### src/cts_pkg.sv
// Shared types, constants and the keyword lookup for the token scanner.
package cts_pkg;

    // Token text buffer size; bounds the reported token length
    localparam int TOKEN_BUFFER_BYTES = 256;
    localparam int LEN_CAP_INT = (TOKEN_BUFFER_BYTES - 1 < 255) ? (TOKEN_BUFFER_BYTES - 1) : 255;
    localparam logic [7:0] LEN_CAP = 8'(LEN_CAP_INT);

    localparam logic [23:0] LINE_MAX = 24'hFF_FFFF;
    localparam logic [2:0]  NO_KEYWORD = 3'd7;
    localparam int          KW_COUNT = 7;

    // Result queue geometry
    localparam int QUEUE_DEPTH = 4;
    localparam int QPTR_W      = $clog2(QUEUE_DEPTH);
    localparam int QCNT_W      = $clog2(QUEUE_DEPTH + 1);

    typedef enum logic [3:0] {
        TC_EOF     = 4'd0,
        TC_IDENT   = 4'd1,
        TC_INT     = 4'd2,
        TC_KEYWORD = 4'd3,
        TC_ARITH   = 4'd4,
        TC_REL     = 4'd5,
        TC_LOGIC   = 4'd6,
        TC_BITWISE = 4'd7,
        TC_ASSIGN  = 4'd8,
        TC_LPAREN  = 4'd9,
        TC_RPAREN  = 4'd10,
        TC_LBRACE  = 4'd11,
        TC_RBRACE  = 4'd12,
        TC_SEMI    = 4'd13,
        TC_ERROR   = 4'd14
    } tok_class_t;

    // One result word
    typedef struct packed {
        tok_class_t  cls;
        logic [7:0]  len;
        logic [7:0]  first;
        logic [2:0]  kw;
        logic [23:0] line;
        logic        last;
    } tok_t;

    // Tokens handed from the scanner to the result queue in one cycle
    typedef struct packed {
        logic [1:0] count;
        tok_t       tok_a;
        tok_t       tok_b;
    } push_t;

    // Keyword text, first character in the low byte, zero padded
    localparam logic [39:0] KW_TEXT [KW_COUNT] = '{
        {16'h0, "tni"},
        {"taolf"},
        {8'h0, "rahc"},
        {16'h0, "rof"},
        {"elihw"},
        {24'h0, "fi"},
        {8'h0, "esle"}
    };
    localparam logic [7:0] KW_LEN [KW_COUNT] = '{
        8'd3, 8'd5, 8'd4, 8'd3, 8'd5, 8'd2, 8'd4
    };

    // Index of the keyword matching a pending identifier, NO_KEYWORD if none
    function automatic logic [2:0] kw_index(input logic [39:0] prefix, input logic [7:0] len);
        logic [2:0] idx;
        idx = NO_KEYWORD;
        for (int k = KW_COUNT - 1; k >= 0; k--) begin
            if (len == KW_LEN[k] && prefix == KW_TEXT[k]) begin
                idx = 3'(k);
            end
        end
        return idx;
    endfunction

endpackage

### src/cts_scan.sv
// Input register, scan state and per-byte token classification.
module cts_scan
    import cts_pkg::*;
(
    input  logic       clk,
    input  logic       rst_n,
    input  logic       in_valid,
    output logic       in_ready,
    input  logic [7:0] text_byte,
    input  logic       end_of_text,
    input  logic       room,
    output push_t      push
);

    typedef enum logic [3:0] {
        PH_IDLE, PH_IDENT, PH_NUMBER, PH_PLUS, PH_MINUS, PH_MULDIV, PH_EQ,
        PH_LTGT, PH_SHIFT, PH_BANG, PH_AMP, PH_PIPE, PH_CARET
    } phase_t;

    logic        item_valid_reg;
    logic [7:0]  byte_reg;
    logic        end_reg;

    phase_t      phase_reg,  phase_next;
    logic [7:0]  len_reg,    len_next;
    logic [39:0] prefix_reg, prefix_next;
    logic [7:0]  first_reg,  first_next;
    logic [23:0] line_reg,   line_next;

    logic        fire;
    logic [7:0]  c;
    logic        c_alpha, c_digit, c_is_eq, c_is_first;
    logic [7:0]  add_len;
    logic [39:0] add_prefix;
    logic [2:0]  kw;

    logic        absorbed, ext_finish;
    tok_class_t  ext_class;
    phase_t      ext_phase;
    tok_class_t  flush_class;

    logic        st_single, st_start, st_newline;
    tok_class_t  st_class;
    phase_t      st_phase;

    logic        a_valid, b_valid;
    tok_t        tok_a, tok_b;

    // Input word stage
    assign fire     = item_valid_reg && room;
    assign in_ready = !item_valid_reg || room;

    always_ff @(posedge clk or negedge rst_n)
    begin
        if (!rst_n)
        begin
            item_valid_reg <= 1'b0;
        end
        else if (in_valid && in_ready)
        begin
            item_valid_reg <= 1'b1;
        end
        else if (fire)
        begin
            item_valid_reg <= 1'b0;
        end
    end

    always_ff @(posedge clk)
    begin
        if (in_valid && in_ready)
        begin
            byte_reg <= text_byte;
            end_reg  <= end_of_text;
        end
    end

    // Character helpers
    assign c          = byte_reg;
    assign c_alpha    = (c >= "a" && c <= "z") || (c >= "A" && c <= "Z") || c == "_";
    assign c_digit    = (c >= "0" && c <= "9");
    assign c_is_eq    = (c == "=");
    assign c_is_first = (c == first_reg);
    assign add_len    = (len_reg < LEN_CAP) ? len_reg + 8'd1 : len_reg;
    assign kw         = kw_index(prefix_reg, len_reg);

    // Append the current byte to the keyword prefix while it is short
    always_comb
    begin
        for (int i = 0; i < 5; i++)
        begin
            add_prefix[8*i +: 8] = (len_reg == 8'(i)) ? c : prefix_reg[8*i +: 8];
        end
    end

    // Can the pending token absorb this byte
    always_comb
    begin
        absorbed   = 1'b0;
        ext_finish = 1'b0;
        ext_class  = TC_ARITH;
        ext_phase  = phase_reg;
        unique case (phase_reg)
            PH_IDENT:
            begin
                absorbed = c_alpha || c_digit;
            end
            PH_NUMBER:
            begin
                absorbed = c_digit;
            end
            PH_PLUS, PH_MINUS:
            begin
                absorbed   = c_is_eq || c_is_first;
                ext_finish = 1'b1;
                ext_class  = c_is_eq ? TC_ASSIGN : TC_ARITH;
            end
            PH_MULDIV, PH_SHIFT, PH_CARET:
            begin
                absorbed   = c_is_eq;
                ext_finish = 1'b1;
                ext_class  = TC_ASSIGN;
            end
            PH_EQ, PH_BANG:
            begin
                absorbed   = c_is_eq;
                ext_finish = 1'b1;
                ext_class  = TC_REL;
            end
            PH_LTGT:
            begin
                absorbed   = c_is_eq || c_is_first;
                ext_finish = c_is_eq;
                ext_class  = TC_REL;
                ext_phase  = PH_SHIFT;
            end
            PH_AMP, PH_PIPE:
            begin
                absorbed   = c_is_eq || c_is_first;
                ext_finish = 1'b1;
                ext_class  = c_is_eq ? TC_ASSIGN : TC_LOGIC;
            end
            default:
            begin
                absorbed = 1'b0;
            end
        endcase
    end

    // Class of the pending token when it ends without the current byte
    always_comb
    begin
        unique case (phase_reg)
            PH_IDENT:                             flush_class = (kw != NO_KEYWORD) ? TC_KEYWORD : TC_IDENT;
            PH_NUMBER:                            flush_class = TC_INT;
            PH_PLUS, PH_MINUS, PH_MULDIV:         flush_class = TC_ARITH;
            PH_EQ:                                flush_class = TC_ASSIGN;
            PH_LTGT:                              flush_class = TC_REL;
            PH_BANG:                              flush_class = TC_LOGIC;
            PH_SHIFT, PH_AMP, PH_PIPE, PH_CARET:  flush_class = TC_BITWISE;
            default:                              flush_class = TC_ERROR;
        endcase
    end

    // What a byte does when no token is pending
    always_comb
    begin
        st_single  = 1'b0;
        st_start   = 1'b0;
        st_newline = 1'b0;
        st_class   = TC_ERROR;
        st_phase   = PH_IDLE;
        if (c_alpha)
        begin
            st_start = 1'b1;
            st_phase = PH_IDENT;
        end
        else if (c_digit)
        begin
            st_start = 1'b1;
            st_phase = PH_NUMBER;
        end
        else
        begin
            unique case (c)
                " ", "\t": ;
                "\n":      st_newline = 1'b1;
                "(":       begin st_single = 1'b1; st_class = TC_LPAREN;  end
                ")":       begin st_single = 1'b1; st_class = TC_RPAREN;  end
                "{":       begin st_single = 1'b1; st_class = TC_LBRACE;  end
                "}":       begin st_single = 1'b1; st_class = TC_RBRACE;  end
                ";":       begin st_single = 1'b1; st_class = TC_SEMI;    end
                "~":       begin st_single = 1'b1; st_class = TC_BITWISE; end
                "+":       begin st_start = 1'b1; st_phase = PH_PLUS;   end
                "-":       begin st_start = 1'b1; st_phase = PH_MINUS;  end
                "*", "/", "%":
                           begin st_start = 1'b1; st_phase = PH_MULDIV; end
                "=":       begin st_start = 1'b1; st_phase = PH_EQ;     end
                "<", ">":  begin st_start = 1'b1; st_phase = PH_LTGT;   end
                "!":       begin st_start = 1'b1; st_phase = PH_BANG;   end
                "&":       begin st_start = 1'b1; st_phase = PH_AMP;    end
                "|":       begin st_start = 1'b1; st_phase = PH_PIPE;   end
                "^":       begin st_start = 1'b1; st_phase = PH_CARET;  end
                default:   begin st_single = 1'b1; st_class = TC_ERROR; end
            endcase
        end
    end

    // Tokens and next state for the word in the input stage
    always_comb
    begin
        logic do_start;
        do_start    = 1'b0;
        a_valid     = 1'b0;
        b_valid     = 1'b0;
        phase_next  = phase_reg;
        len_next    = len_reg;
        prefix_next = prefix_reg;
        first_next  = first_reg;
        line_next   = line_reg;

        // pending token word, all tokens carry the line before this byte
        tok_a.cls   = flush_class;
        tok_a.len   = len_reg;
        tok_a.first = first_reg;
        tok_a.kw    = (phase_reg == PH_IDENT) ? kw : NO_KEYWORD;
        tok_a.line  = line_reg;
        tok_a.last  = 1'b0;

        tok_b.cls   = st_class;
        tok_b.len   = 8'd1;
        tok_b.first = c;
        tok_b.kw    = NO_KEYWORD;
        tok_b.line  = line_reg;
        tok_b.last  = 1'b1;

        if (end_reg)
        begin
            a_valid     = (phase_reg != PH_IDLE);
            b_valid     = 1'b1;
            tok_b.cls   = TC_EOF;
            tok_b.len   = 8'd0;
            tok_b.first = 8'd0;
            phase_next  = PH_IDLE;
            len_next    = 8'd0;
            prefix_next = 40'd0;
            first_next  = 8'd0;
        end
        else
        begin
            if (phase_reg == PH_IDLE)
            begin
                do_start = 1'b1;
            end
            else if (absorbed && ext_finish)
            begin
                a_valid     = 1'b1;
                tok_a.cls   = ext_class;
                tok_a.len   = add_len;
                tok_a.kw    = NO_KEYWORD;
                phase_next  = PH_IDLE;
                len_next    = 8'd0;
                prefix_next = 40'd0;
                first_next  = 8'd0;
            end
            else if (absorbed)
            begin
                phase_next  = ext_phase;
                len_next    = add_len;
                prefix_next = add_prefix;
            end
            else
            begin
                a_valid     = 1'b1;
                phase_next  = PH_IDLE;
                len_next    = 8'd0;
                prefix_next = 40'd0;
                first_next  = 8'd0;
                do_start    = 1'b1;
            end

            if (do_start)
            begin
                b_valid = st_single;
                if (st_start)
                begin
                    phase_next  = st_phase;
                    len_next    = 8'd1;
                    first_next  = c;
                    prefix_next = {32'd0, c};
                end
                if (st_newline && line_reg < LINE_MAX)
                begin
                    line_next = line_reg + 24'd1;
                end
            end
        end

        tok_a.last = !b_valid;
    end

    // Hand tokens to the queue, packed to the front
    always_comb
    begin
        push.count = fire ? (2'(a_valid) + 2'(b_valid)) : 2'd0;
        push.tok_a = a_valid ? tok_a : tok_b;
        push.tok_b = tok_b;
    end

    // Scan state
    always_ff @(posedge clk or negedge rst_n)
    begin
        if (!rst_n)
        begin
            phase_reg  <= PH_IDLE;
            len_reg    <= 8'd0;
            prefix_reg <= 40'd0;
            first_reg  <= 8'd0;
            line_reg   <= 24'd1;
        end
        else if (fire)
        begin
            phase_reg  <= phase_next;
            len_reg    <= len_next;
            prefix_reg <= prefix_next;
            first_reg  <= first_next;
            line_reg   <= line_next;
        end
    end

endmodule

### src/cts_queue.sv
// Result queue: takes up to two tokens a cycle, delivers one word a cycle while out_ready is high.
module cts_queue
    import cts_pkg::*;
(
    input  logic        clk,
    input  logic        rst_n,
    input  push_t       push,
    output logic        room,
    output logic        out_valid,
    input  logic        out_ready,
    output tok_t        head
);

    tok_t              mem [QUEUE_DEPTH];
    logic [QPTR_W-1:0] wr_ptr_reg;
    logic [QPTR_W-1:0] rd_ptr_reg;
    logic [QCNT_W-1:0] count_reg, count_next;
    logic              pop;

    assign out_valid = (count_reg != '0);
    assign pop       = out_valid && out_ready;
    assign room      = (count_reg <= QCNT_W'(QUEUE_DEPTH - 2));
    assign head      = mem[rd_ptr_reg];
    assign count_next = count_reg + QCNT_W'(push.count) - QCNT_W'(pop);

    // Storage
    always_ff @(posedge clk)
    begin
        if (push.count != 2'd0)
        begin
            mem[wr_ptr_reg] <= push.tok_a;
        end
        if (push.count == 2'd2)
        begin
            mem[wr_ptr_reg + QPTR_W'(1)] <= push.tok_b;
        end
    end

    // Pointers and fill level
    always_ff @(posedge clk or negedge rst_n)
    begin
        if (!rst_n)
        begin
            wr_ptr_reg <= '0;
            rd_ptr_reg <= '0;
            count_reg  <= '0;
        end
        else
        begin
            wr_ptr_reg <= wr_ptr_reg + QPTR_W'(push.count);
            rd_ptr_reg <= rd_ptr_reg + QPTR_W'(pop);
            count_reg  <= count_next;
        end
    end

endmodule

### src/c_subset_token_scanner_top.sv
// Top level of the streaming C subset token scanner.
//
//  Channel | Handshake            | Word fields
//  --------+----------------------+---------------------------------------------
//  input   | in_valid / in_ready  | text_byte, end_of_text
//  output  | out_valid / out_ready| token_class, token_length, first_byte,
//          |                      | keyword_number, line_number, last_of_run
//
// One input word per cycle is taken while in_ready is high; a word is registered in
// the input stage, then scanned and pushed into the result queue ahead of the output.
// A word that yields two tokens gives two output words; the four-entry
// result queue sets how far the input can run ahead of a stalled output.
// Input is taken while the input register is empty or the queue has room for two.
// Reset (rst_n low) empties the queue, returns to idle and sets the line count to one.
module c_subset_token_scanner_top
    import cts_pkg::*;
(
    input  logic        clk,
    input  logic        rst_n,
    input  logic        in_valid,
    output logic        in_ready,
    input  logic [7:0]  text_byte,
    input  logic        end_of_text,
    output logic        out_valid,
    input  logic        out_ready,
    output logic [3:0]  token_class,
    output logic [7:0]  token_length,
    output logic [7:0]  first_byte,
    output logic [2:0]  keyword_number,
    output logic [23:0] line_number,
    output logic        last_of_run
);

    push_t push;
    logic  room;
    tok_t  head;

    cts_scan u_scan (
        .clk         (clk),
        .rst_n       (rst_n),
        .in_valid    (in_valid),
        .in_ready    (in_ready),
        .text_byte   (text_byte),
        .end_of_text (end_of_text),
        .room        (room),
        .push        (push)
    );

    cts_queue u_queue (
        .clk       (clk),
        .rst_n     (rst_n),
        .push      (push),
        .room      (room),
        .out_valid (out_valid),
        .out_ready (out_ready),
        .head      (head)
    );

    // Output word fields
    assign token_class    = 4'(head.cls);
    assign token_length   = head.len;
    assign first_byte     = head.first;
    assign keyword_number = head.kw;
    assign line_number    = head.line;
    assign last_of_run    = head.last;

    // Tokens are only handed over when the queue has space for two
    assert property (@(posedge clk) disable iff (!rst_n) (push.count != 2'd0) |-> room)
        else $error("token pushed into full result queue");

    // The second token of a word is queued together with the first
    assert property (@(posedge clk) disable iff (!rst_n)
        (out_valid && out_ready && !last_of_run) |=> out_valid)
        else $error("second token of a word missing");

    // An end-of-text token is empty and closes its run
    assert property (@(posedge clk) disable iff (!rst_n)
        (out_valid && token_class == 4'(TC_EOF)) |->
        (token_length == 8'd0 && first_byte == 8'd0 && last_of_run))
        else $error("malformed end-of-text token");

endmodule

### config.mk
export PLATFORM = sky130hd
export DESIGN_NAME = c_subset_token_scanner_top
export DESIGN_NICKNAME = d
export VERILOG_FILES = /design/src/cts_pkg.sv /design/src/cts_scan.sv /design/src/cts_queue.sv /design/src/c_subset_token_scanner_top.sv
export SDC_FILE = /design/constraint.sdc
export NUM_CORES = 1
export LEC_CHECK = 0
export ABC_AREA = 0
export BUFFER_PORTS_ARGS = -buffer_cell sky130_fd_sc_hd__buf_2
export CAP_MARGIN = 20
export CORE_MARGIN = 2
export CORE_UTILIZATION = 60
export DETAILED_ROUTE_END_ITERATION = 7
export PLACE_DENSITY = 0.78
export SYNTH_ARGS = -nofsm -noshare
export SYNTH_HDL_FRONTEND = slang
export SYNTH_SLANG_ARGS = --single-unit
### constraint.sdc
create_clock -name clk -period 6.3 [get_ports clk]
set_input_delay 0.63 -clock clk [delete_from_list [all_inputs] [get_ports clk]]
set_output_delay 0.63 -clock clk [all_outputs]
set_load 0.01 [all_outputs]
==> flow_summary.yaml, run 1 <==
logic_synthesis:
  netlist_top_cells_area: "edfxtp_1 32%, dfrtp_1 16%, mux4_2 7.4%, dfxtp_1 6.0%, and2_1 3.9%"
  synth_edf_count: 157
  synth_area_per_cell_um2: 11.5
  syn_inst: 1273
  synthesis.area_um2: 14600
  synth_cell_types: 85
  synthTopCellsByCount: "157 x edfxtp_1, 108 x nand2_1, 91 x and2_1, 91 x dfrtp_1, 63 x nor2_1"
  ys_async_sr_fraction: 0.314
  ys_ff_latch: 293
  synth_top_cell_by_area: "edfxtp_1"
  yosysMostFrequentCell: "edfxtp_1"
  ys_seq_area_frac: 0.541
  yosys_warnings: 0
  synth_top_flop_cell: "edfxtp_1"
  synth_fp_nets: 1298
  synth_top_area_frac: 0.323
worst_setup_path:
  worstSetupPathDepth: 14
  rrSetupSlack_ns: 0.83
  r2r_cells: 14
  r2r_end: "u_queue.mem[1][19]"
  endpoint: "u_queue.mem[1][19]"
  startpoint: "u_scan.byte_reg[5]"
  path_class: "reg2reg"
  crit_top_cell: "o21ai_1"
  cp-start-kind: "register"
  worst-path-max-fanout: 36
  worstPathBufferInverterCount: 4
  r2r-start: "u_scan.byte_reg[5]"
  worst_ep_arrival_time_ns: 5.78
  cp_top_family: "simple AND/OR/NAND/NOR gates"
  end_kind: "register"
  required_ns: 6.61
  critPathSlowestCell: "edfxtp_1"
  cpPeakStageDelay_ns: 0.75
  crit_chain: "nor3b_1, nand2_1, a21o_1, a31o_2, o21ai_1, inv_1, buf_4, ha_1, o21ai_1, nor2_1, nor2_2, inv_2, buf_12, and2_1"
routing:
  drc: 0
  drt_iter0_drc: 1301
  routedWlPerCell_um: 21.5
  firstDrtPassIters: 6
  ant_nets: 0
  finalWirelength_um: 35500
  num_vias: 10800
  via_per_inst: 6.56
clock_tree:
  cts_num_sinks: 293
  post_cts_buffers: 0
  clkSlewWorstSetupHoldPaths_ns: 0.06
  cts_max_path_buffers: 3
  cts_tree: "built"
  cts-buffers-inserted: 29
  root_buffer: "clkbuf_16"
  clkLatencyLatePin_ns: 0.57
  cts_max_level: 1
placement:
  place_hpwl_um: 24000
  post_dp_cell_area_um2: 15200
  portBuffers: 62
  gp_congestion: 0.933
  pre_cts_ws_ns: 0.661
final_layout:
  area_growth_pct: 11.2
  fillCellCount: 1802
  largest_reg_flops: 192
  final_nets: 1326
  num_antenna_cells: 0
  design_area_um2: 16200
  drive_gt1_frac: 0.165
  fin_util: 0.674
floorplan:
  die_w_um: 160
  pin_count: 63
  die_y_um: 160
  core_area_um2: 24100
  start_util: 0.606
  dieArea_um2: 25600
  rows: 57
grt:
  grt_overflow_total: 0
  grtUsageTotal: 0.280
  antenna_found_initial: 0
  grt_pass1_vias: 10600
  grt_pass1_wl_um: 57400
  grt_max_degree: 51
sta:
  rsz0062_at_grt: "false"
  tightest_slew_ns: 1.10
  relSlewSlack: 0.267
  hold_slack_ns: 0.0733
  skew_ns: 0.0199
  min_period_ns: 5.47
  setup_violations: 0
  drv_slew: 0
  finalCritPeriodShare: 0.869
  fmaxAchievable_mhz: 183
  hold_viol_final: 0
  setup_tns_ns: 0
  layout_setup_ws_ns: 0.825
power_and_ir_drop:
  leakage_uw: 0.00594
  ir_drop_mv: 0.291
  power_density_nw_per_um2: 401
run:
  maxCapViolations: 0
status:
  outcome: "finished, final reports clean"
min_path:
  min_path_type: "in2async"
-- worst min-delay path by stage --
stage / startpoint / endpoint / slack [ns] / depth (start not counted)
4_1_cts: rst_n / u_scan.prefix_reg[25] / 0.09 / 1
3_3_place_gp: u_queue.mem[0][42] / u_queue.mem[0][42] / 0.43 / 2
6_report: rst_n / u_scan.prefix_reg[25] / 0.07 / 1
2_1_floorplan: rst_n / u_queue.count_reg[0] / 0.33 / 0
3_5_place_dp: u_queue.mem[0][42] / u_queue.mem[0][42] / 0.44 / 2
5_1_grt: rst_n / u_scan.prefix_reg[25] / 0.12 / 1
-- report_power, final --
group	internal, uW	leakage (uW)	switching [uW]
logic	799	0.00233	1190
clock network	1110	0.000510	730
registers	2370	0.00310	314
total	4280	0.00594	2240
-- routing by layer --
metal | track usage | vias up | routed length, um
met2 | 0.470 | 526 | 17500
li1 | - | 4910 | -
met4 | 0.107 | 0 | 1310
met1 | 0.375 | 5287 | 14200
met5 | 0 | - | 0
met3 | 0.0384 | 92 | 2450
-- worst register-to-register path, cell delays in order, from the launching register on --
cell	delay [ns]
edfxtp_1	0.75
nor3b_1	0.61
nand2_1	0.17
a21o_1	0.29
a31o_2	0.31
o21ai_1	0.21
inv_1	0.06
buf_4	0.24
ha_1	0.43
o21ai_1	0.44
nor2_1	0.28
nor2_2	0.52
inv_2	0.42
buf_12	0.31
and2_1	0.18
-- cell type report --
cell class	instances	area, um2	share of cell area
Clock buffer	42	856	0.0527
Inverter	31	116	0.00717
Multi-Input combinational cell	858	6250	0.385
Clock inverter	12	176	0.0109
Sequential cell	293	7900	0.487
Timing Repair Buffer	88	533	0.0328
Tap cell	324	405	0.0250
-- cell usage in the layout, fill, tap and decap left out, types with 7 or more instances in the layout --
cell type  synthesis  routed
nor4bb_1           7       7
nand4_1           36      36
dfrtp_1           91      89
inv_1             31      27
dfxtp_1           44      44
xnor2_1           30      30
o22ai_1           53      53
or4_1              7       7
nor3_1            30      30
nor2_1            63      61
buf_4              0      25
nand2_1          108     108
ha_1              11      11
a31oi_1           12      11
o21ai_0           43      43
nand3b_1           9       9
mux4_2            48      48
and3_1            18      18
nand2b_1          10      10
buf_2             13      61
o22a_1            11      11
o2bb2ai_1          9       9
nor4_1            10      10
nand3_1           39      39
clkbuf_16          0      30
a22o_1            16      16
xor2_1            12      12
o31ai_1            7       7
edfxtp_1         157     157
or2_2              8       8
a21oi_1           27      27
or3_1             12      12
a21o_1             9       9
nor2b_1            7       7
a32o_1            16      16
and2_1            91      91
-- cells by family after synthesis --
family / count (synthesis) / synth area share
AND/OR/NAND/NOR: 487 / 0.183
flip-flops: 293 / 0.541
AO/OA/AOI/OAI: 264 / 0.131
buffers and inverters: 122 / 0.0325
multiplexers: 53 / 0.0775
XOR/XNOR: 42 / 0.0252
adder cells (fa/ha/maj): 12 / 0.0108
-- per-stage QoR --
stage	cells	total power, uW
floorplan	1273	4010
global placement	1593	4640
detailed placement	1594	4690
CTS	1648	6530
global route	1648	6810
finish	1648	6520
-- timing repair --
item / in CTS / in global routing
hold buffers: 0 / 0
resized for setup: 0 / 2
setup endpoints to repair: 0 / 34
Power figures use the tool's default switching activity.
==> run 2, diff against run 1 <==
--- a/config.mk
+++ b/config.mk
@@ -6,12 +6,11 @@
 export NUM_CORES = 1
 export LEC_CHECK = 0
 export ABC_AREA = 0
-export BUFFER_PORTS_ARGS = -buffer_cell sky130_fd_sc_hd__buf_2
 export CAP_MARGIN = 20
 export CORE_MARGIN = 2
-export CORE_UTILIZATION = 60
+export CORE_UTILIZATION = 42
 export DETAILED_ROUTE_END_ITERATION = 7
-export PLACE_DENSITY = 0.78
+export DONT_BUFFER_PORTS = 1
 export SYNTH_ARGS = -nofsm -noshare
 export SYNTH_HDL_FRONTEND = slang
 export SYNTH_SLANG_ARGS = --single-unit
==> run 2 against run 1 <==
  * Clock skew decreased by 0.0078 ns
  * Combinational power is 2% lower
  * First-iteration DRC count decreased by 36%
  * Clock power increased by 10%
  * Hold slack worse by 0.068 ns
  * Critical path depth shrank 1
  * Sequential power shrank 2%
  * Via count down 3.9%
  * Final area down 0.12%
  * Wire length is 7.1% higher
  * Core utilization fell by 20 points
  * Critical endpoint is now u_queue.mem[3][7]
  * Largest cell class unchanged
  * Largest power group unchanged
==> flow_summary.yaml, run 2 (synthesized netlist as in run 1, its figures left out) <==
status:
  outcome: "finished, final reports clean"
min_path:
  min_path_type: "in2async"
routing:
  firstDrtPassIters: 5
  num_vias: 10400
  ant_nets: 0
  routedWlPerCell_um: 22.1
  finalWirelength_um: 38000
  via_per_inst: 6.03
  drc: 0
  drt_iter0_drc: 831
grt:
  grt_pass1_wl_um: 60100
  grtUsageTotal: 0.213
  grt_overflow_total: 0
  antenna_found_initial: 0
  grt_pass1_vias: 10400
  grt_max_degree: 93
worst_setup_path:
  worst_ep_arrival_time_ns: 5.97
  required_ns: 6.57
  end_kind: "register"
  path_class: "reg2reg"
  cp-start-kind: "register"
  worst-path-max-fanout: 33
clock_tree:
  cts_resized: 0
  clkSlewWorstSetupHoldPaths_ns: 0.06
  clkLatencyLatePin_ns: 0.52
  cts_num_sinks: 293
  cts-buffers-inserted: 34
  root_buffer: "clkbuf_16"
  cts_tree: "built"
  cts_max_path_buffers: 3
  cts_max_level: 2
power_and_ir_drop:
  p_sw_uw: 2310
  power_density_nw_per_um2: 407
  ir_drop_mv: 0.234
  swShare: 0.349
  p_comb_frac: 0.295
  clockPowerShare: 0.308
  leakage_uw: 0.00574
  intPower_uw: 4300
  pwr-share-seq: 0.397
sta:
  setup_violations: 0
  drv_slew: 0
  tightest_slew_ns: 1.14
  hold_viol_final: 0
  fmaxAchievable_mhz: 175
  min_period_ns: 5.70
  skew_ns: 0.0121
  setup_tns_ns: 0
  rsz0062_at_grt: "false"
  finalCritPeriodShare: 0.905
  relSlewSlack: 0.241
final_layout:
  fillCellCount: 3120
  final_common_cell: "edfxtp_1"
  num_antenna_cells: 0
  final_nets: 1266
  drive_gt1_frac: 0.126
  multi_input_area_um2: 6250
  area_growth_pct: 11.0
  regArea_um2: 7900
  largest_reg_flops: 192
  layout.cells.non_filler: 1722
  final_cell_mix: "157 x edfxtp_1, 108 x nand2_1, 91 x and2_1, 89 x dfrtp_1, 63 x nor2_1"
placement:
  gp_congestion: 0.919
  portBuffers: 0
  dp_cells: 1659
  place_hpwl_um: 25400
floorplan:
  pin_count: 63
  rows: 68
  die_w_um: 191
  core_area_um2: 34400
  start_util: 0.425
  die_y_um: 191
  dieArea_um2: 36300
run:
  maxCapViolations: 0
## run 2: changes by cell type in the layout (fill, tap and decap cells not counted), sizes merged
| cell | change |
|---|---|
| buf | -65 |
| clkinv | +7 |
| clkbuf | +3 |
| inv | -2 |
## run 2: metal layers
| metal | GRT usage | vias up | wire, um |
|---|---|---|---|
| li1 | - | 4789 | - |
| met1 | 0.288 | 5211 | 16600 |
| met2 | 0.353 | 321 | 18400 |
| met3 | 0.0315 | 69 | 1890 |
| met4 | 0.0668 | 0 | 1060 |
| met5 | 0 | - | 0 |
## run 2: power groups by stage
stage | Sequential (uW) | Clock, uW | Combinational (uW)
floorplan | 2500 | 0 | 1500
global placement | 2640 | 0 | 1940
detailed placement | 2650 | 0 | 1950
CTS | 2620 | 2070 | 1970
global route | 2660 | 2140 | 2120
finish | 2620 | 2030 | 1950
## run 2: final cells by class
| cell class | count | share of cell area |
|---|---|---|
| repair buffers | 23 | 0.0134 |
| clock inverters | 17 | 0.0129 |
| well taps | 455 | 0.0351 |
| clock buffers | 45 | 0.0589 |
| flip-flops and latches | 293 | 0.487 |
| multi-input cells | 858 | 0.385 |
| inverters | 31 | 0.00717 |
## run 2: through the flow
step	hold WS (ns)	worst slack, ns	power, uW	util	instance area, um2
floorplan	0.334	1.10	4010	-	14600
global placement	0.339	1.02	4580	0.437	15000
detailed placement	0.339	0.682	4610	0.437	15000
CTS	0.0459	0.651	6660	0.472	16200
global route	0.0427	0.174	6920	0.472	16200
finish	0.00520	0.602	6600	0.472	16200
## run 2: worst paths after layout
check,cells after the start,startpoint,slack [ns],to
min in group clk,0,end_of_text,0.20,u_scan.end_reg
worst max register to register,13,u_scan.byte_reg[1],0.60,u_queue.mem[3][7]
worst min-delay path,1,rst_n,0.005,u_scan.prefix_reg[26]
worst min register to register,2,u_queue.mem[2][41],0.46,u_queue.mem[2][41]
max in group asynchronous,1,rst_n,5.84,u_scan.line_reg[0]
worst max-delay path,13,u_scan.byte_reg[1],0.60,u_queue.mem[3][7]
## run 2: what timing repair did
action	in CTS	in global routing
hold buffers	1	0
hold endpoints to repair	92	0
setup buffers	0	0
## run 2: worst max-delay path, stage by stage, from the launching register on
cell,delay [ns]
edfxtp_1,0.94
nand2_1,0.19
a22oi_1,0.28
o31ai_1,0.12
a211oi_1,0.56
nand3_1,0.16
o21ai_0,0.33
ha_1,0.39
o21ai_1,0.41
nor2_1,0.26
nor2_1,0.73
inv_2,0.52
buf_4,0.35
and2_1,0.17
==> run 3, diff against run 2 <==
--- a/config.mk
+++ b/config.mk
@@ -6,11 +6,11 @@
 export NUM_CORES = 1
 export LEC_CHECK = 0
 export ABC_AREA = 0
+export BUFFER_PORTS_ARGS = -buffer_cell sky130_fd_sc_hd__buf_4
 export CAP_MARGIN = 20
 export CORE_MARGIN = 2
 export CORE_UTILIZATION = 42
 export DETAILED_ROUTE_END_ITERATION = 7
-export DONT_BUFFER_PORTS = 1
 export SYNTH_ARGS = -nofsm -noshare
 export SYNTH_HDL_FRONTEND = slang
 export SYNTH_SLANG_ARGS = --single-unit
==> run 3 against run 2 <==
  * Critical endpoint is now u_queue.mem[3][6]
  * Sequential share of layout area fell by 1.1 points
  * Via count rose by 2.2%
  * Combinational power rose by 11%
  * Largest power group unchanged
  * Non-clock buffer count rose by 68
  * Critical path type unchanged
  * Flip-flop and latch count did not move
  * Core utilization rose by 1.1 points
==> flow_summary.yaml, run 3 (synthesized netlist as in run 1, its figures left out) <==
clock_tree:
  post_cts_buffers: 0
  cts_resized: 0
  clkSlewWorstSetupHoldPaths_ns: 0.06
  cts-buffers-inserted: 31
  cts_tree: "built"
  clkLatencyLatePin_ns: 0.59
  cts_max_path_buffers: 3
  ctsHoldBuffers: 0
  cts_num_sinks: 293
  root_buffer: "clkbuf_16"
  cts_max_level: 1
power_and_ir_drop:
  power_density_nw_per_um2: 402
  ir_drop_mv: 0.234
  clockPowerShare: 0.278
  p_comb_frac: 0.325
  p_sw_uw: 2340
  leakage_uw: 0.00600
  swShare: 0.351
  pwr-share-seq: 0.397
  intPower_uw: 4340
sta:
  min_period_ns: 5.08
  finalCritPeriodShare: 0.806
  drv_slew: 0
  rsz0062_at_grt: "false"
  skew_ns: 0.0210
  setup_violations: 0
  hold_viol_final: 0
  hold_slack_ns: 0.0392
  tightest_slew_ns: 0.933
  relSlewSlack: 0.373
  fmaxAchievable_mhz: 197
  setup_tns_ns: 0
floorplan:
  pin_count: 63
  die_w_um: 191
  die_y_um: 191
  core_area_um2: 34400
  rows: 68
  start_util: 0.425
  dieArea_um2: 36300
final_layout:
  final_nets: 1331
  layout.cells.non_filler: 1786
  largest_reg_flops: 192
  num_antenna_cells: 0
  area_growth_pct: 13.6
  final_cell_mix: "157 x edfxtp_1, 108 x nand2_1, 91 x and2_1, 89 x dfrtp_1, 87 x buf_4"
  final_common_cell: "edfxtp_1"
  drive_gt1_frac: 0.173
worst_setup_path:
  path_class: "reg2reg"
  required_ns: 6.55
  worst-path-max-fanout: 54
  worst_ep_arrival_time_ns: 5.33
  cp-start-kind: "register"
  end_kind: "register"
grt:
  grt_pass1_wl_um: 59700
  grt_max_degree: 58
  antenna_found_initial: 0
  grt_overflow_total: 0
  grt_pass1_vias: 10500
  grtUsageTotal: 0.208
placement:
  gp_congestion: 0.970
  place_hpwl_um: 25400
  dp_cells: 1727
  portBuffers: 62
routing:
  drc: 0
  routedWlPerCell_um: 20.9
  drt_iter0_drc: 802
  num_vias: 10600
  ant_nets: 0
  via_per_inst: 5.94
  finalWirelength_um: 37300
  firstDrtPassIters: 6
min_path:
  min_path_type: "in2async"
run:
  maxCapViolations: 0
status:
  outcome: "finished, final reports clean"
==> run 3: through the flow <==
stage | instance area, um2 | setup slack [ns] | total power, uW | util
final | 16600 | 1.22 | 6680 | 0.483
after detailed placement | 15600 | 1.39 | 4880 | 0.452
after CTS | 16600 | 1.36 | 6740 | 0.483
after global routing | 16600 | 0.786 | 7020 | 0.483
after global placement | 15600 | 1.56 | 4850 | 0.452
after floorplan | 14600 | 1.10 | 4010 | -
==> run 3: path summary, 6_finish.rpt <==
kind / start / end / slack [ns] / depth (start not counted)
setup / recovery: u_scan.byte_reg[7] / u_queue.mem[3][6] / 1.22 / 13
hold / removal: rst_n / u_scan.prefix_reg[25] / 0.04 / 1
setup reg to reg: u_scan.byte_reg[7] / u_queue.mem[3][6] / 1.22 / 13
hold reg to reg: u_queue.mem[2][41] / u_queue.mem[2][41] / 0.46 / 2
max in group asynchronous: rst_n / u_scan.line_reg[18] / 5.16 / 2
min in group clk: text_byte[3] / u_scan.byte_reg[3] / 0.22 / 1
==> run 3: power by group through the flow <==
| stage | registers, uW | logic (uW) | clock network, uW |
|---|---|---|---|
| global route | 2700 | 2360 | 1960 |
| detailed placement | 2690 | 2190 | 0 |
| finish | 2660 | 2170 | 1850 |
| CTS | 2660 | 2190 | 1890 |
| floorplan | 2500 | 1500 | 0 |
| global placement | 2680 | 2170 | 0 |
==> run 3: final cells by class <==
type / instances / area [um2]
Multi-Input combinational cell: 858 / 6250
Clock buffer: 38 / 852
Inverter: 31 / 116
Sequential cell: 293 / 7900
Clock inverter: 20 / 190
Tap cell: 455 / 569
Timing Repair Buffer: 91 / 718
Fill cell: 3154 / 17800
==> run 3: worst max-delay path: stages (launching register included) <==
cell and delay, ns:
edfxtp_1 0.87, nor3b_1 0.26, a32oi_1 0.31, o31ai_1 0.12, a211oi_1 0.66, nand3_1 0.15, o21ai_0 0.28, ha_1 0.36
o21ai_1 0.24, nor2_1 0.63, nor2_1 0.11, buf_4 0.22, inv_2 0.19, buf_12 0.28
==> run 3: metal layers <==
layer	GRT usage	share of wire	up-vias
met5	0	0	-
li1	-	-	4919
met1	0.280	0.43	5282
met4	0.0549	0.026	0
met2	0.350	0.49	342
met3	0.0328	0.053	72
